<file path="src/rtl/core/snhs_pkg.sv">
// Shared types and constants for the seeded name hash block.
// Used by snhs_front, snhs_queue, snhs_back and seeded_name_hash_to_seed.
// No dependencies.
package snhs_pkg;

  // FNV-1a 64-bit constants. The prime is 2^40 + 0x1b3.
  localparam logic [63:0] FNV_BASIS       = 64'hcbf29ce484222325;
  localparam logic [8:0]  FNV_PRIME_LO    = 9'h1b3;
  localparam int          FNV_PRIME_SHIFT = 40;

  // Splitmix64 finalizer constants.
  localparam logic [63:0] GOLDEN_STEP = 64'h9e3779b97f4a7c15;
  localparam logic [63:0] MIX_MUL_A   = 64'hbf58476d1ce4e5b9;
  localparam logic [63:0] MIX_MUL_B   = 64'h94d049bb133111eb;

  // Queue between the front and back parts.
  localparam int QUEUE_DEPTH_DEF = 2;

  // Configuration port.
  localparam int              CFG_ADDR_W       = 1;
  localparam int              CFG_DATA_W       = 64;
  localparam logic [CFG_ADDR_W-1:0] ADDR_BASE_SEED = 1'b0;

  // One classified byte as it travels from front to back.
  typedef struct packed {
    logic [7:0] name_byte;
    logic       fold;    // byte is nonzero and goes into the hash
    logic       ends;    // byte closes the name and triggers a result
    logic       starts;  // byte opens a new name
  } snhs_entry_t;

  // Queue status seen by the front and the back.
  typedef struct packed {
    logic empty;
    logic full;
  } snhs_qstat_t;

  // Back part status.
  typedef struct packed {
    logic busy;    // working on a name end
    logic finish;  // result is written to the output register this cycle
  } snhs_bstat_t;

endpackage

</file>
<file path="src/rtl/core/snhs_front.sv">
// Front part of the seeded name hash block: accepts input beats and classifies them.
// Depends on snhs_pkg; feeds snhs_queue.
module snhs_front (
  input  logic                 clk,
  input  logic                 rst,
  input  logic                 in_valid,
  output logic                 in_stall,
  input  logic [7:0]           name_byte,
  input  logic                 last,
  input  snhs_pkg::snhs_qstat_t qstat,
  output logic                 push,
  output snhs_pkg::snhs_entry_t push_entry
);

  // Set when the next accepted beat opens a new name.
  logic start_pending;

  assign in_stall = qstat.full;
  assign push     = in_valid && !qstat.full;

  // Classify the beat.
  always_comb begin
    push_entry.name_byte = name_byte;
    push_entry.fold      = (name_byte != 8'd0);
    push_entry.ends      = (name_byte == 8'd0) || last;
    push_entry.starts    = start_pending;
  end

  // Track name boundaries.
  always_ff @(posedge clk) begin
    if (rst) begin
      start_pending <= 1'b1;
    end else if (push) begin
      start_pending <= push_entry.ends;
    end
  end

endmodule

</file>
<file path="src/rtl/core/snhs_queue.sv">
// Short queue of classified beats between the front and back parts.
// Depends on snhs_pkg for the entry and status types.
module snhs_queue #(
  parameter int DEPTH = snhs_pkg::QUEUE_DEPTH_DEF
) (
  input  logic                  clk,
  input  logic                  rst,
  input  logic                  push,
  input  snhs_pkg::snhs_entry_t push_entry,
  input  logic                  pop,
  output snhs_pkg::snhs_entry_t head,
  output snhs_pkg::snhs_qstat_t qstat
);

  localparam int PTR_W = $clog2(DEPTH);
  localparam int CNT_W = $clog2(DEPTH + 1);

  snhs_pkg::snhs_entry_t slots [DEPTH];
  logic [PTR_W-1:0] wr_ptr;
  logic [PTR_W-1:0] rd_ptr;
  logic [CNT_W-1:0] count;
  logic             do_push;
  logic             do_pop;

  assign qstat.empty = (count == CNT_W'(0));
  assign qstat.full  = (count == CNT_W'(DEPTH));
  assign do_push     = push && !qstat.full;
  assign do_pop      = pop && !qstat.empty;
  assign head        = slots[rd_ptr];

  // Storage write.
  always_ff @(posedge clk) begin
    if (do_push) begin
      slots[wr_ptr] <= push_entry;
    end
  end

  // Pointers and fill count.
  always_ff @(posedge clk) begin
    if (rst) begin
      wr_ptr <= '0;
      rd_ptr <= '0;
      count  <= '0;
    end else begin
      if (do_push) begin
        wr_ptr <= (wr_ptr == PTR_W'(DEPTH - 1)) ? '0 : wr_ptr + PTR_W'(1);
      end
      if (do_pop) begin
        rd_ptr <= (rd_ptr == PTR_W'(DEPTH - 1)) ? '0 : rd_ptr + PTR_W'(1);
      end
      if (do_push && !do_pop) begin
        count <= count + CNT_W'(1);
      end else if (do_pop && !do_push) begin
        count <= count - CNT_W'(1);
      end
    end
  end

endmodule

</file>
<file path="src/rtl/core/snhs_back.sv">
// Back part of the seeded name hash block: FNV-1a folding, splitmix64 finalizer
// on a shared 32x32 multiplier, and the output register. Depends on snhs_pkg.
module snhs_back (
  input  logic                  clk,
  input  logic                  rst,
  input  logic [63:0]           base_seed,
  input  snhs_pkg::snhs_entry_t head,
  input  snhs_pkg::snhs_qstat_t qstat,
  output logic                  pop,
  output snhs_pkg::snhs_bstat_t bstat,
  output logic                  out_valid,
  input  logic                  out_stall,
  output logic [63:0]           derived_seed
);

  typedef enum logic [6:0] {
    ST_IDLE = 7'b0000001,
    ST_GOLD = 7'b0000010,
    ST_MUL0 = 7'b0000100,
    ST_MUL1 = 7'b0001000,
    ST_MUL2 = 7'b0010000,
    ST_XS   = 7'b0100000,
    ST_FIN  = 7'b1000000
  } back_state_t;

  back_state_t state;
  logic [63:0] hash;
  logic [63:0] opnd;
  logic [63:0] acc;
  logic        pass_b;

  logic [63:0] h_base;
  logic [63:0] h_x;
  logic [63:0] h_fold;
  logic [63:0] mix_k;
  logic [31:0] mul_a;
  logic [31:0] mul_b;
  logic [63:0] prod;
  logic [63:0] z_gold;
  logic        out_free;

  assign pop      = (state == ST_IDLE) && !qstat.empty;
  assign out_free = !out_valid || !out_stall;

  assign bstat.busy   = (state != ST_IDLE);
  assign bstat.finish = (state == ST_FIN) && out_free;

  // One FNV-1a step; the prime is split into a small multiply and a shift.
  always_comb begin
    h_base = head.starts ? (base_seed ^ snhs_pkg::FNV_BASIS) : hash;
    h_x    = h_base ^ {56'd0, head.name_byte};
    h_fold = head.fold ?
             ((h_x * 64'(snhs_pkg::FNV_PRIME_LO)) + (h_x << snhs_pkg::FNV_PRIME_SHIFT)) :
             h_base;
  end

  // Partial product selection for the 64-bit modular multiply.
  always_comb begin
    mix_k = pass_b ? snhs_pkg::MIX_MUL_B : snhs_pkg::MIX_MUL_A;
    case (state)
      ST_MUL1: begin
        mul_a = opnd[31:0];
        mul_b = mix_k[63:32];
      end
      ST_MUL2: begin
        mul_a = opnd[63:32];
        mul_b = mix_k[31:0];
      end
      default: begin
        mul_a = opnd[31:0];
        mul_b = mix_k[31:0];
      end
    endcase
    prod   = 64'(mul_a) * 64'(mul_b);
    z_gold = hash + snhs_pkg::GOLDEN_STEP;
  end

  // Sequencer.
  always_ff @(posedge clk) begin
    if (rst) begin
      state     <= ST_IDLE;
      pass_b    <= 1'b0;
      out_valid <= 1'b0;
    end else begin
      // The output beat leaves unless a new result replaces it this cycle.
      if (out_valid && !out_stall && !bstat.finish) begin
        out_valid <= 1'b0;
      end
      case (state)
        ST_IDLE: begin
          if (pop) begin
            hash <= h_fold;
            if (head.ends) begin
              state <= ST_GOLD;
            end
          end
        end
        ST_GOLD: begin
          opnd   <= z_gold ^ (z_gold >> 30);
          pass_b <= 1'b0;
          state  <= ST_MUL0;
        end
        ST_MUL0: begin
          acc   <= prod;
          state <= ST_MUL1;
        end
        ST_MUL1: begin
          acc   <= acc + {prod[31:0], 32'd0};
          state <= ST_MUL2;
        end
        ST_MUL2: begin
          acc   <= acc + {prod[31:0], 32'd0};
          state <= pass_b ? ST_FIN : ST_XS;
        end
        ST_XS: begin
          opnd   <= acc ^ (acc >> 27);
          pass_b <= 1'b1;
          state  <= ST_MUL0;
        end
        ST_FIN: begin
          if (out_free) begin
            derived_seed <= acc ^ (acc >> 31);
            out_valid    <= 1'b1;
            state        <= ST_IDLE;
          end
        end
        default: begin
          state <= ST_IDLE;
        end
      endcase
    end
  end

endmodule

</file>
<file path="src/rtl/core/seeded_name_hash_to_seed.sv">
// Top level of the seeded name hash block: configuration port and the
// front, queue and back parts. Depends on snhs_pkg, snhs_front, snhs_queue, snhs_back.

// Derives a 64-bit seed from a name delivered one byte per beat. The first byte of a
// name loads the hash with base_seed XOR the FNV-1a offset basis; each nonzero byte
// is folded in FNV-1a style; a zero byte or a beat with last set ends the name, and
// the splitmix64-finalized hash appears as one result beat on derived_seed. The front
// part takes one input beat per cycle while the queue (QUEUE_DEPTH entries) has room.
// The back part folds a byte that does not end a name straight from ST_IDLE; a byte that
// ends a name runs ST_GOLD, ST_MUL0, ST_MUL1, ST_MUL2, ST_XS, the multiply states again
// and ST_FIN before the next pop: two 64x64 finalizer multiplies, each done as three
// partial products on one shared 32x32 multiplier, and ST_FIN waits while out_stall holds
// the output register. base_seed sits at address 0 and is sampled when a name begins.
module seeded_name_hash_to_seed #(
  parameter int QUEUE_DEPTH = snhs_pkg::QUEUE_DEPTH_DEF
) (
  input  logic                            clk,
  input  logic                            rst,
  input  logic                            psel,
  input  logic                            penable,
  input  logic                            pwrite,
  input  logic [snhs_pkg::CFG_ADDR_W-1:0] paddr,
  input  logic [snhs_pkg::CFG_DATA_W-1:0] pwdata,
  output logic [snhs_pkg::CFG_DATA_W-1:0] prdata,
  output logic                            pready,
  input  logic                            in_valid,
  output logic                            in_stall,
  input  logic [7:0]                      name_byte,
  input  logic                            last,
  output logic                            out_valid,
  input  logic                            out_stall,
  output logic [63:0]                     derived_seed
);

  logic [63:0]           base_seed;
  logic                  push;
  logic                  pop;
  snhs_pkg::snhs_entry_t push_entry;
  snhs_pkg::snhs_entry_t head;
  snhs_pkg::snhs_qstat_t qstat;
  snhs_pkg::snhs_bstat_t bstat;

  // Configuration register.
  assign pready = 1'b1;
  assign prdata = (paddr == snhs_pkg::ADDR_BASE_SEED) ? base_seed : '0;

  always_ff @(posedge clk) begin
    if (rst) begin
      base_seed <= '0;
    end else if (psel && penable && pwrite && pready &&
                 (paddr == snhs_pkg::ADDR_BASE_SEED)) begin
      base_seed <= pwdata;
    end
  end

  // Front: accept and classify beats.
  snhs_front u_front (
    .clk        (clk),
    .rst        (rst),
    .in_valid   (in_valid),
    .in_stall   (in_stall),
    .name_byte  (name_byte),
    .last       (last),
    .qstat      (qstat),
    .push       (push),
    .push_entry (push_entry)
  );

  // Queue between front and back.
  snhs_queue #(
    .DEPTH (QUEUE_DEPTH)
  ) u_queue (
    .clk        (clk),
    .rst        (rst),
    .push       (push),
    .push_entry (push_entry),
    .pop        (pop),
    .head       (head),
    .qstat      (qstat)
  );

  // Back: hashing, finalizer and output register.
  snhs_back u_back (
    .clk          (clk),
    .rst          (rst),
    .base_seed    (base_seed),
    .head         (head),
    .qstat        (qstat),
    .pop          (pop),
    .bstat        (bstat),
    .out_valid    (out_valid),
    .out_stall    (out_stall),
    .derived_seed (derived_seed)
  );

  // An accepted beat is held in the queue on the next cycle.
  assert property (@(posedge clk) disable iff (rst)
    (in_valid && !in_stall) |=> !qstat.empty)
    else $error("accepted beat did not reach the queue");

  // A new result only appears when the finalizer completes.
  assert property (@(posedge clk) disable iff (rst)
    $rose(out_valid) |-> $past(bstat.finish))
    else $error("result raised without a finished finalizer");

  // The back part never pulls from the queue while finalizing.
  assert property (@(posedge clk) disable iff (rst)
    bstat.busy |-> !pop)
    else $error("queue popped while the finalizer is busy");

endmodule

</file>
<file path="config.mk">
export PLATFORM = sky130hd
export DESIGN_NAME = seeded_name_hash_to_seed
export DESIGN_NICKNAME = d
export VERILOG_FILES = /design/src/rtl/core/snhs_pkg.sv /design/src/rtl/core/snhs_front.sv /design/src/rtl/core/snhs_queue.sv /design/src/rtl/core/snhs_back.sv /design/src/rtl/core/seeded_name_hash_to_seed.sv
export SDC_FILE = /design/constraint.sdc
export NUM_CORES = 2
export LEC_CHECK = 0
export BUFFER_PORTS_ARGS = -buffer_cell sky130_fd_sc_hd__buf_2
export CAP_MARGIN = 20
export CORE_ASPECT_RATIO = 1.1
export CORE_UTILIZATION = 60
export DETAILED_ROUTE_END_ITERATION = 10
export GPL_TIMING_DRIVEN = 0
export PLACE_DENSITY = 0.77
export SYNTH_ARGS = -nofsm -noshare
export SYNTH_HDL_FRONTEND = slang
export SYNTH_HIERARCHICAL = 1
export SYNTH_SLANG_ARGS = --single-unit
</file>
<file path="constraint.sdc">
create_clock -name clk -period 24.9 [get_ports clk]
set_clock_uncertainty 0.15 [all_clocks]
set_input_delay 7.47 -clock clk [delete_from_list [all_inputs] [get_ports clk]]
set_output_delay 7.47 -clock clk [all_outputs]
set_load 0.01 [all_outputs]
</file>
# Word-level counts from Yosys, hierarchy flattened
# Memories as Yosys holds them, arrays and structs flattened. A register that Yosys moved wholly into a read port is not among the register bits.
# Index checks and enable logic that the tools add are counted.
# classes
mux,25
n_addsub,7
multipliers,2
bitwise_logic,7
n_eq_ne,11
n_reduce_logical,34
# op_table
operator,n
$pmux 64 s2,2
$mux 64,3
$add 64x64->64,2
$add 64x64->64 const B,1
$mul 32x32->64,1
$mul 64x9->64 const B,1
$mux 32,2
$xor 64x33->64,1
$xor 64x34->64,1
$xor 64x37->64,1
$xor 64x8->64,1
$mux 62,1
$pmux 7 s6,1
$mux 7,4
$not 28->28,1
$logic_and 1x1->1,12
$mux 1,9
$reduce_and 3->1,3
$logic_not 8->1,1
$reduce_bool 8->1,1
$eq 7x1->1 const B,1
$eq 7x2->1 const B,1
$eq 7x3->1 const B,1
$eq 7x4->1 const B,1
18 further kinds,33
# totals
output_inout_bits,131
input_bits,81
mem_bits_rw,22
mem_count,1
word_cells,99
register_bits,334
# mem_list
name,words,width,rd,rd_ports_with_merged_regs,write_ports,line_no,rtl
u_queue.slots,2,11,1,1,1,snhs_queue.sv:18,snhs_pkg::snhs_entry_t slots [DEPTH];

# Logic depth before layout (Yosys ltp)
# depth
ltp_word,8
mapped_depth,43
ltp_nobuf,40

# By module
# The synthesis kept the hierarchy.
# by_module_without_submodules
mod,cells_per_inst,n_inst,seq_area_each_um2,area_each_um2
snhs_back,5513,1,7867.5,54857.6
seeded_name_hash_to_seed,351,1,1281.2,3357.0
snhs_queue,59,1,760.7,1007.2
snhs_front,19,1,20.0,151.4

# Worst setup path after synthesis
# Ideal clock, no wire load.
# synth_path
path_kind,input -> output
start,in paddr
end,out prdata[10] (netlist name)
t_arrival_ns,8.020
required_time_ns,17.280
setup_slack_ns,9.260
path_stages,3
n_path_buf,2
path_cell_list,buf_2 > clkbuf_1 > nor2b_1
# synth_between
elab_chain_cells,1
# synth_lines
item,line_no,rtl
start: declaration,seeded_name_hash_to_seed.sv:22,"input logic [snhs_pkg::CFG_ADDR_W-1:0] paddr,"
$mux 64,seeded_name_hash_to_seed.sv:45,assign prdata = (paddr == snhs_pkg::ADDR_BASE_SEED) ? base_seed : '0;
end: declaration,seeded_name_hash_to_seed.sv:24,"output logic [snhs_pkg::CFG_DATA_W-1:0] prdata,"
# Every way passes these cells.

# Worst setup path in the final report
# layout_path
start,in paddr
end,out prdata[23] (netlist name)
# The elaborated chain is that of the path after synthesis.

==> out/qor.csv <==
metric;value;unit
outcome;finished, violations left;
violations;DRC;
ctsHoldBuffers;0;
root_buffer;clkbuf_16;
synthAdderAreaFrac;47.5;%
drcViolationCount;4;
slowest_delay;0.69;ns
multi_input_area;0.0437;sq mm
post_cts_resized;0;
yosys_warnings;6;
slew_violations;0;
hp-class;flip-flop to flip-flop;
cts_htree_levels;2;
regArea;0.00993;sq mm
overflow;0;
drt_iter0_markers;4047;
die_width;302;um
routedWlPerCell;27.4;um
nets;7911;
synth-async-reset-ratio;0;%
ant_nets;0;
path_class;primary input to output port;
cts.reportedPaths.clkPinSlew;0.06;ns
grt_pass1_vias;46900;
cp.required;17.28;ns
maxCapViolCount;0;
die_y;332;um
ys_top_cells_by_area;fa_1 (36%), edfxtp_1 (14%), ha_1 (11%);
grt_max_degree;33;
yosys.area.top_type;fa_1;
finalCritPeriodShare;67.0;%
grtUsageMet1;49.0;%
fillers;8122;
worst-path-max-fanout;10;
place_hpwl;176000;um
clk_latency;0.57;ns
fin_area;0.0637;sq mm
critPathArrivalTime;9.07;ns
syn_nets;7635;
cpMostUsedCell;buf_2;
cts_tree;yes;
tns;0;ns
start_util;60.7;%
synth_edf_count;278;
cts_max_path_buffers;3;
crit_chain;buf_2, buf_2, clkbuf_1, nor2b_1, buf_2;
cts_setup_buffers;0;
syn_inst;5942;
synth_ff_type;edfxtp_1;
drive_gt1_share;7.65;%
ios;212;
slowest_stage;clkbuf_1;
grt-busiest-layer;met2;
yosysMostFrequentCell;inv_1;
clock-sinks;357;
fin_crit;16.69;ns
io_buffer_count;210;
fp.dieArea;0.100;sq mm
cts_inserted_buffers;36;
grtUsageTotal;42.3;%
synth.distinct_cells;84;
synth_top_area_share;36.1;%
area.growth.synth_to_final;7.31;%
rsz0062_at_grt;no;
grt_pass1_wl;303000;um
crit_path_end_kind;output port;
ys_seq_area_share;16.7;%
placed_cell_area;0.0624;sq mm
synth_top_family_by_area;adder cells;
finalSetupViolations;0;
viasPerCell;5.86;
ys_ff_latch;357;
fmax;0.0599;GHz
synth_mux_area_share;3.23;%
synth_xor_area_share;4.97;%
drtPass1Iterations;11;
crit_buf_inv;4;
cp_top_family;buffers and inverters;
drt-total-wl;206000;um
synth_area;0.0594;sq mm
slew-limit-headroom;17.2;%
gp_congestion;1.07;
yosys.area_share.simple;10.6;%
core_area;0.0977;sq mm
hold_viol;0;
fp-row-count;120;
via_count;44100;
tightest_slew;1.24;ns
ys_top_cells_by_count;inv_1 (1299), fa_1 (1071), ha_1 (541);
grtUsageMet2;68.2;%
setup.worst_path.start_class;primary input;
avgSynthCellArea;9.99;sq um
synth_compound_area_share;7.20;%
antenna_found_initial;8;
use_met3;8.20;%
[per-layer routing]
layer	vias up	share of wire, %
met5	-	0.016
met3	719	8.4
met4	4	10
met2	2313	47
li1	19200	-
met1	21900	35
[worst reg2reg max path, delay by kind of cell, from the launching register on]
family          cells  cell delay (ns)
flops               1             0.36
buf+inv             8             2.83
xor+xnor            2             0.94
mux                 1             0.12
fa+ha+maj          11             4.79
simple gates        7             2.20
compound gates     10             2.81
[worst paths after layout]
path                                       from        endpoint  slack, ns  cells after the start
worst max register to register  u_back/state[5]  u_back/acc[63]      10.40                     39
worst max-delay path                      paddr      prdata[23]       8.21                      5
worst min register to register    base_seed[63]   base_seed[63]       0.35                      2
worst min-delay path              base_seed[63]   base_seed[63]       0.35                      2
[metrics by stage]
step	hold WS, ns	instances	util [%]	setup slack [ns]
2_1_floorplan	0.302	5942	-	9.26
3_3_place_gp	0.319	7433	63.5	8.23
3_5_place_dp	0.341	7457	63.8	8.23
4_1_cts	0.351	7523	65.1	8.23
5_1_grt	0.377	7529	65.2	8.23
6_report	0.348	7532	65.2	8.21
[kinds of logic (layout without fill, tap and decap cells)]
| logic type | count (synthesis) | after routing |
|---|---|---|
| other cells | 1 | 6 |
| xor+xnor | 337 | 337 |
| simple gates | 1256 | 1256 |
| buf+inv | 1498 | 1802 |
| flops | 357 | 357 |
| fa+ha+maj | 1612 | 1612 |
| mux | 182 | 182 |
| compound gates | 699 | 699 |
[sequential cells by signal (all words and copies together) (netlist names), named ones only]
signal	flops
u_queue/slots	22
u_back/opnd	64
u_queue/wr_ptr	1
u_back/derived_seed	64
u_back/out_valid	1
u_queue/count	2
u_back/pass_b	1
u_back/hash	64
u_back/state	7
u_back/acc	64
u_queue/rd_ptr	1
base_seed	64
u_front/start_pending	1
[layout by cell type, fill, tap and decap left out, types with 149 or more instances in the layout]
| master | instances |
|---|---|
| o21ai_0 | 150 |
| nand2b_1 | 182 |
| nand2_1 | 236 |
| xor2_1 | 163 |
| a21oi_1 | 268 |
| xnor2_1 | 174 |
| edfxtp_1 | 278 |
| clkbuf_1 | 169 |
| ha_1 | 541 |
| nor2_1 | 385 |
| inv_1 | 1299 |
| buf_2 | 218 |
| nor2b_1 | 149 |
| fa_1 | 1071 |
[area by class of cell]
class,instances,area share (%)
plain buffers,195,1.40
multi-input cells,4087,68.6
flip-flops and latches,357,15.6
diodes,5,0.0196
clock inverters,19,0.367
repair buffers,238,2.20
inverters,1303,7.68
well taps,1281,2.52
clock buffers,47,1.63
Power is left out: the tool's default activity adds up to more than one toggle a clock period on the data nets, which glitch-free logic cannot reach.
